**config.mk**
```make
export PLATFORM = sky130hd
export DESIGN_NAME = bcs_divider
export DESIGN_NICKNAME = d
export VERILOG_FILES = /design/src/hw/rtl/bezier_curve_segmenter_macros.svh /design/src/hw/rtl/bcs_pkg.sv /design/src/hw/rtl/bcs_divider.sv
export SDC_FILE = /design/constraint.sdc
export NUM_CORES = 2
export LEC_CHECK = 0
export BUFFER_PORTS_ARGS = -buffer_cell sky130_fd_sc_hd__buf_4
export CORE_MARGIN = 2
export CORE_UTILIZATION = 58
export CTS_CLUSTER_DIAMETER = 100
export CTS_CLUSTER_SIZE = 30
export DETAILED_ROUTE_END_ITERATION = 7
export PLACE_DENSITY_LB_ADDON = 0.15
export SYNTH_ARGS = -nofsm -noshare
export SYNTH_HDL_FRONTEND = slang
export SYNTH_SLANG_ARGS = --single-unit
```
**constraint.sdc**
```tcl
create_clock -name clock -period 59.5 [get_ports clock]
set_input_delay 14.875 -clock clock [delete_from_list [all_inputs] [get_ports clock]]
set_output_delay 14.875 -clock clock [all_outputs]
set_load 0.02 [all_outputs]
```
**src/hw/rtl/bezier_curve_segmenter_macros.svh**
```systemverilog
// assertion macros for the bezier curve segmenter
`ifndef BEZIER_CURVE_SEGMENTER_MACROS_SVH
`define BEZIER_CURVE_SEGMENTER_MACROS_SVH

// same-cycle implication, sampled on clock, off during reset
`define BCS_ASSERT_NOW(label, ante, cons, msg) \
   label: assert property (@(posedge clock) disable iff (reset) (ante) |-> (cons)) \
      else $error(msg);

// next-cycle implication, sampled on clock, off during reset
`define BCS_ASSERT_NEXT(label, ante, cons, msg) \
   label: assert property (@(posedge clock) disable iff (reset) (ante) |=> (cons)) \
      else $error(msg);

`endif

```
**src/hw/rtl/bcs_pkg.sv**
```systemverilog
// types, constants and helpers shared by the bezier curve segmenter
package bcs_pkg;

   localparam int PT_W  = 16;
   localparam int OUT_W = 20;
   localparam int CFG_W = 7;

   localparam logic [CFG_W-1:0] SEG_RESET = 7'd25;

   localparam logic signed [31:0] OUT_MAX = 32'sd524287;
   localparam logic signed [31:0] OUT_MIN = -32'sd524288;

   typedef struct packed {
      logic signed [PT_W-1:0] start_x;
      logic signed [PT_W-1:0] start_y;
      logic signed [PT_W-1:0] control_x;
      logic signed [PT_W-1:0] control_y;
      logic signed [PT_W-1:0] end_x;
      logic signed [PT_W-1:0] end_y;
   } bcs_req_type;

   typedef struct packed {
      logic signed [OUT_W-1:0] from_x;
      logic signed [OUT_W-1:0] from_y;
      logic signed [OUT_W-1:0] to_x;
      logic signed [OUT_W-1:0] to_y;
      logic                    is_last;
   } bcs_rsp_type;

   // travels alongside each sample through the pipeline
   typedef struct packed {
      logic                   valid;
      logic                   first;
      logic                   last;
      logic signed [PT_W-1:0] start_x;
      logic signed [PT_W-1:0] start_y;
   } bcs_ctrl_type;

   function automatic logic signed [OUT_W-1:0] bcs_sat(input logic signed [31:0] v);
      logic signed [31:0] r;
      begin
         r = v;
         if (v > OUT_MAX) begin
            r = OUT_MAX;
         end else if (v < OUT_MIN) begin
            r = OUT_MIN;
         end
         return r[OUT_W-1:0];
      end
   endfunction

endpackage

```
**src/hw/rtl/bcs_divider.sv**
```systemverilog
// pipelined restoring divider, one quotient bit per stage, two lanes sharing a divisor
module bcs_divider #(
   parameter int NUM_W = 40,
   parameter int DEN_W = 20,
   parameter int QUO_W = 20
) (
   input  logic                  clock,
   input  logic                  reset,
   input  logic                  enable,
   input  bcs_pkg::bcs_ctrl_type in_ctrl,
   input  logic [NUM_W-1:0]      in_num_x,
   input  logic [NUM_W-1:0]      in_num_y,
   input  logic [DEN_W-1:0]      in_den,
   output bcs_pkg::bcs_ctrl_type out_ctrl,
   output logic [QUO_W-1:0]      out_quo_x,
   output logic [QUO_W-1:0]      out_quo_y
);
   import bcs_pkg::*;

   bcs_ctrl_type      ctrl_ff  [QUO_W];
   logic [QUO_W-1:0]  quo_x_ff [QUO_W];
   logic [QUO_W-1:0]  quo_y_ff [QUO_W];
   logic [NUM_W-1:0]  rem_x_ff [QUO_W-1];
   logic [NUM_W-1:0]  rem_y_ff [QUO_W-1];
   logic [DEN_W-1:0]  den_ff   [QUO_W-1];

   for (genvar g = 0; g < QUO_W; g++) begin : g_stage
      localparam int BIT = QUO_W - 1 - g;

      bcs_ctrl_type     ctrl_src;
      logic [NUM_W-1:0] rx_src;
      logic [NUM_W-1:0] ry_src;
      logic [DEN_W-1:0] den_src;
      logic [QUO_W-1:0] qx_src;
      logic [QUO_W-1:0] qy_src;
      logic [NUM_W-1:0] den_sh;
      logic [NUM_W:0]   tx;
      logic [NUM_W:0]   ty;
      logic [QUO_W-1:0] qx_in;
      logic [QUO_W-1:0] qy_in;
      logic [NUM_W-1:0] rx_in;
      logic [NUM_W-1:0] ry_in;

      if (g == 0) begin : g_head
         assign ctrl_src = in_ctrl;
         assign rx_src   = in_num_x;
         assign ry_src   = in_num_y;
         assign den_src  = in_den;
         assign qx_src   = '0;
         assign qy_src   = '0;
      end else begin : g_body
         assign ctrl_src = ctrl_ff[g-1];
         assign rx_src   = rem_x_ff[g-1];
         assign ry_src   = rem_y_ff[g-1];
         assign den_src  = den_ff[g-1];
         assign qx_src   = quo_x_ff[g-1];
         assign qy_src   = quo_y_ff[g-1];
      end

      assign den_sh = NUM_W'(den_src) << BIT;
      assign tx     = {1'b0, rx_src} - {1'b0, den_sh};
      assign ty     = {1'b0, ry_src} - {1'b0, den_sh};
      assign qx_in  = qx_src | (QUO_W'(!tx[NUM_W]) << BIT);
      assign qy_in  = qy_src | (QUO_W'(!ty[NUM_W]) << BIT);
      assign rx_in  = tx[NUM_W] ? rx_src : tx[NUM_W-1:0];
      assign ry_in  = ty[NUM_W] ? ry_src : ty[NUM_W-1:0];

      always_ff @(posedge clock) begin
         if (reset) begin
            ctrl_ff[g].valid <= 1'b0;
         end else if (enable) begin
            ctrl_ff[g]  <= ctrl_src;
            quo_x_ff[g] <= qx_in;
            quo_y_ff[g] <= qy_in;
         end
      end

      if (g < QUO_W - 1) begin : g_rem
         always_ff @(posedge clock) begin
            if (enable) begin
               rem_x_ff[g] <= rx_in;
               rem_y_ff[g] <= ry_in;
               den_ff[g]   <= den_src;
            end
         end
      end
   end

   assign out_ctrl  = ctrl_ff[QUO_W-1];
   assign out_quo_x = quo_x_ff[QUO_W-1];
   assign out_quo_y = quo_y_ff[QUO_W-1];

endmodule

```
==> results.md <==
* DP Worst Slack at 39,050 ps
* Num rows at 182
* Share of post-route cells with drive strength above 1 at 6.33%
* Worst Path Required at 59,980 ps
* Crit-path cells: buf_16 -> nor2b_4 -> buf_4 -> buf_4 -> buf_4 -> buf_4 -> buf_4
* Net count after synthesis at 12,100
* Hold Path Class: reg -> reg
* Post CTS Setup Buffer Count at 0
* CTS Buf Count at 134
* Yosys top cell area share at 63.1%
* Hold buffers post-CTS at 0
* Status: finished, final reports clean
* Cell family with most CP delay: buffers and inverters
* Vias after detailed routing at 86,700
* Worst VDD drop at 0.0356 mV
* IO Pins at 213
* Clock power share at 17.0%
* Iter 0 DRT Violations at 8,374
* Final Cycle Share at 32.8%
* Final Max Slew Viols at 0
* # port buffers at 212
* Area Overhead vs Synth at 6.89%
* Via density at 5.88
* Die W at 502 um
* Setup TNS at 0 ps
* Grt ovf at 0
* Detail Route Antenna Nets at 0
* Count of cell types in the netlist at 86
* Layout Nets at 12,300
* DP Wirelength at 238,000 um
* Vias in the first global route at 82,300
* Root Buffer: clkbuf_16
* Power density cells at 43.1 nW/um^2
* Initial core utilization at 58.4%
* Core area at 246,000 sq um
* Worst Skew at 91.4 ps
* P_leak at 56.8 nW
* Die Ht at 502 um
* Clk_lat worst skew at 870 ps
* Crit end category: flop
* Worst slew pin tran at 1280 ps
* Synth warnings at 0
* Max stage delay on crit path at 850 ps
* Mapped cell area at 144,000 sq um
* Drt wl/cell at 21.3 um
* Flops & latches, synth at 3,020
* Synth top area cells: edfxtp_1 63%, ha_1 6.9%, xnor2_1 2.9%
* Initial antenna violation count at 21
* Most common cell in the synthesized netlist: edfxtp_1
* Total global-route track usage at 24.5%
* Die footprint at 252,000 sq um
* Net Sw Power at 0.00232 W
* RSZ-0062 raised after global routing: false
* Sw Share at 35.1%
* # Max-Cap Violations at 0
* Mean Syn Cell Area at 12.9 sq um
* Final Hold Viols at 0
* Setup WS post-layout at 39,990 ps
* Sink Count at 3,020
* Reg clk slew, reported paths at 100 ps
* Pre-antenna DRT Iters at 8
* RePlAce Congestion at 0.927
* Synth Instances at 11,200
* CP most frequent cell: buf_4
* Pint at 0.00430 W
* DRC errors left at 0
* Post-cts sizing count at 0
* Fin crit period at 19,510 ps
* Logic pwr share at 35.0%
* Fraction of the yosys area taken by sequential cells at 63.1%
* Crit path launch type: primary input
* Crit path DAT at 19,980 ps
* Pin count of the biggest net entering global routing at 209
* H-tree depth at 4
* Final setup fails at 0
* Asr flop ratio synth at 0%
* Yosys top cell by area: edfxtp_1
* Final wirelength at 313,000 um
* Post-synth top cells: 3,020 x edfxtp_1, 859 x nand2_1, 798 x ha_1
* Reg power frac at 48.0%
* CP max FO at 91
* EDFF count, synth at 3,020
* Fmax at 51.3 MHz
* Worst path slowest cell: buf_4
* Kind of critical path: in -> reg
* Clk buf depth at 3
* Max_slew headroom at 13.9%
* Primary FF master, synth: edfxtp_1
* TritonCTS clock tree: yes
* First-pass GRT wire length at 478,000 um
* Worst Path Buf+Inv at 6
==> registers in the layout, indices dropped and copies added (netlist names) <==
register  count
ctrl_ff     700
den_ff      380
quo_x_ff    210
quo_y_ff    210
rem_x_ff    760
rem_y_ff    760
==> cell families (layout without fill, tap and decap cells) <==
logic type                 after synthesis  in the layout  synth area share (%)
AOI/OAI and AO/OA                     2486           2486                  10.8
xor gates and xnor gates               913            913                  5.56
adders and majority gates              836            836                  7.47
buffers and inverters                  875           1132                  2.39
DFF                                   3020           3020                  63.1
muxes                                  137            137                  1.05
other                                    0              4                     0
and+or+nand+nor                       2899           2899                  9.69
==> placed cells by master, fill, tap and decap left out, drive strengths merged, types with 28 or more instances in the layout <==
cell    synthesis  routed
edfxtp       3020    3020
nand2         859     859
ha            798     798
nor2          738     738
o21ai         722     722
a21oi         692     692
inv           634     658
xnor2         476     476
xor2          437     437
buf            61     290
a21o          275     275
nor3          244     244
nand2b        167     167
o21a          158     158
nand3         155     155
clkbuf        174     136
nor2b         126     126
mux2          116     116
or3           115     115
o31ai         105     105
nor4          103     103
a31oi          70      70
and2           61      61
a211oi         58      58
and3           57      57
o21bai         57      57
or2            55      55
nand4          54      54
or4            53      53
o211ai         52      52
fa             38      38
nand3b         37      37
clkinv          6      36
a211o          29      29
a21boi         28      28
==> path summary, 6_finish.rpt <==
kind	slack [ps]	cells past startpoint	end	startpoint
hold / removal	390	0	rem_y_ff[5][12]	rem_y_ff[4][12]
hold reg to reg	390	0	rem_y_ff[5][12]	rem_y_ff[4][12]
setup reg to reg	53920	15	rem_x_ff[8][37]	rem_x_ff[7][11]
setup / recovery	39990	7	quo_y_ff[19][5]	enable
==> power by group through the flow <==
stage	clock network, W	registers, W	logic (W)
2_1_floorplan	0	0.00310	0.00171
3_3_place_gp	0	0.00321	0.00222
3_5_place_dp	0	0.00321	0.00227
4_1_cts	0.00116	0.00317	0.00229
5_1_grt	0.00123	0.00321	0.00256
6_report	0.00112	0.00317	0.00232
==> through the flow <==
stage	instance area (sq um)	util, %	std cells	hold slack (ps)	power [W]
after global placement	149000	60.6	14500	400	0.00543
after floorplan	144000	-	11200	400	0.00481
final	154000	62.4	14700	388	0.00662
after detailed placement	149000	60.6	14500	405	0.00548
after CTS	154000	62.4	14700	383	0.00662
after global routing	154000	62.4	14700	398	0.00700
==> metal layers <==
layer  track usage, %  up-vias  share of wire [%]
met2             37.5     2613                 44
met4             6.68        2                2.7
met3             2.98      399                5.8
li1                 -    41700                  -
met1             37.3    41900                 47
met5                0        -             0.0026
==> final cells by class <==
type,instances,area [sq um]
clock buffer,136,3360
clock inverter,66,1050
tap,3312,4140
antenna,4,10.0
sequential,3020,90700
inverter,640,2400
multi-input combinational,7271,49800
timing repair buffer,290,2250
fill,18500,92500
(Power assumes the default switching activity.)
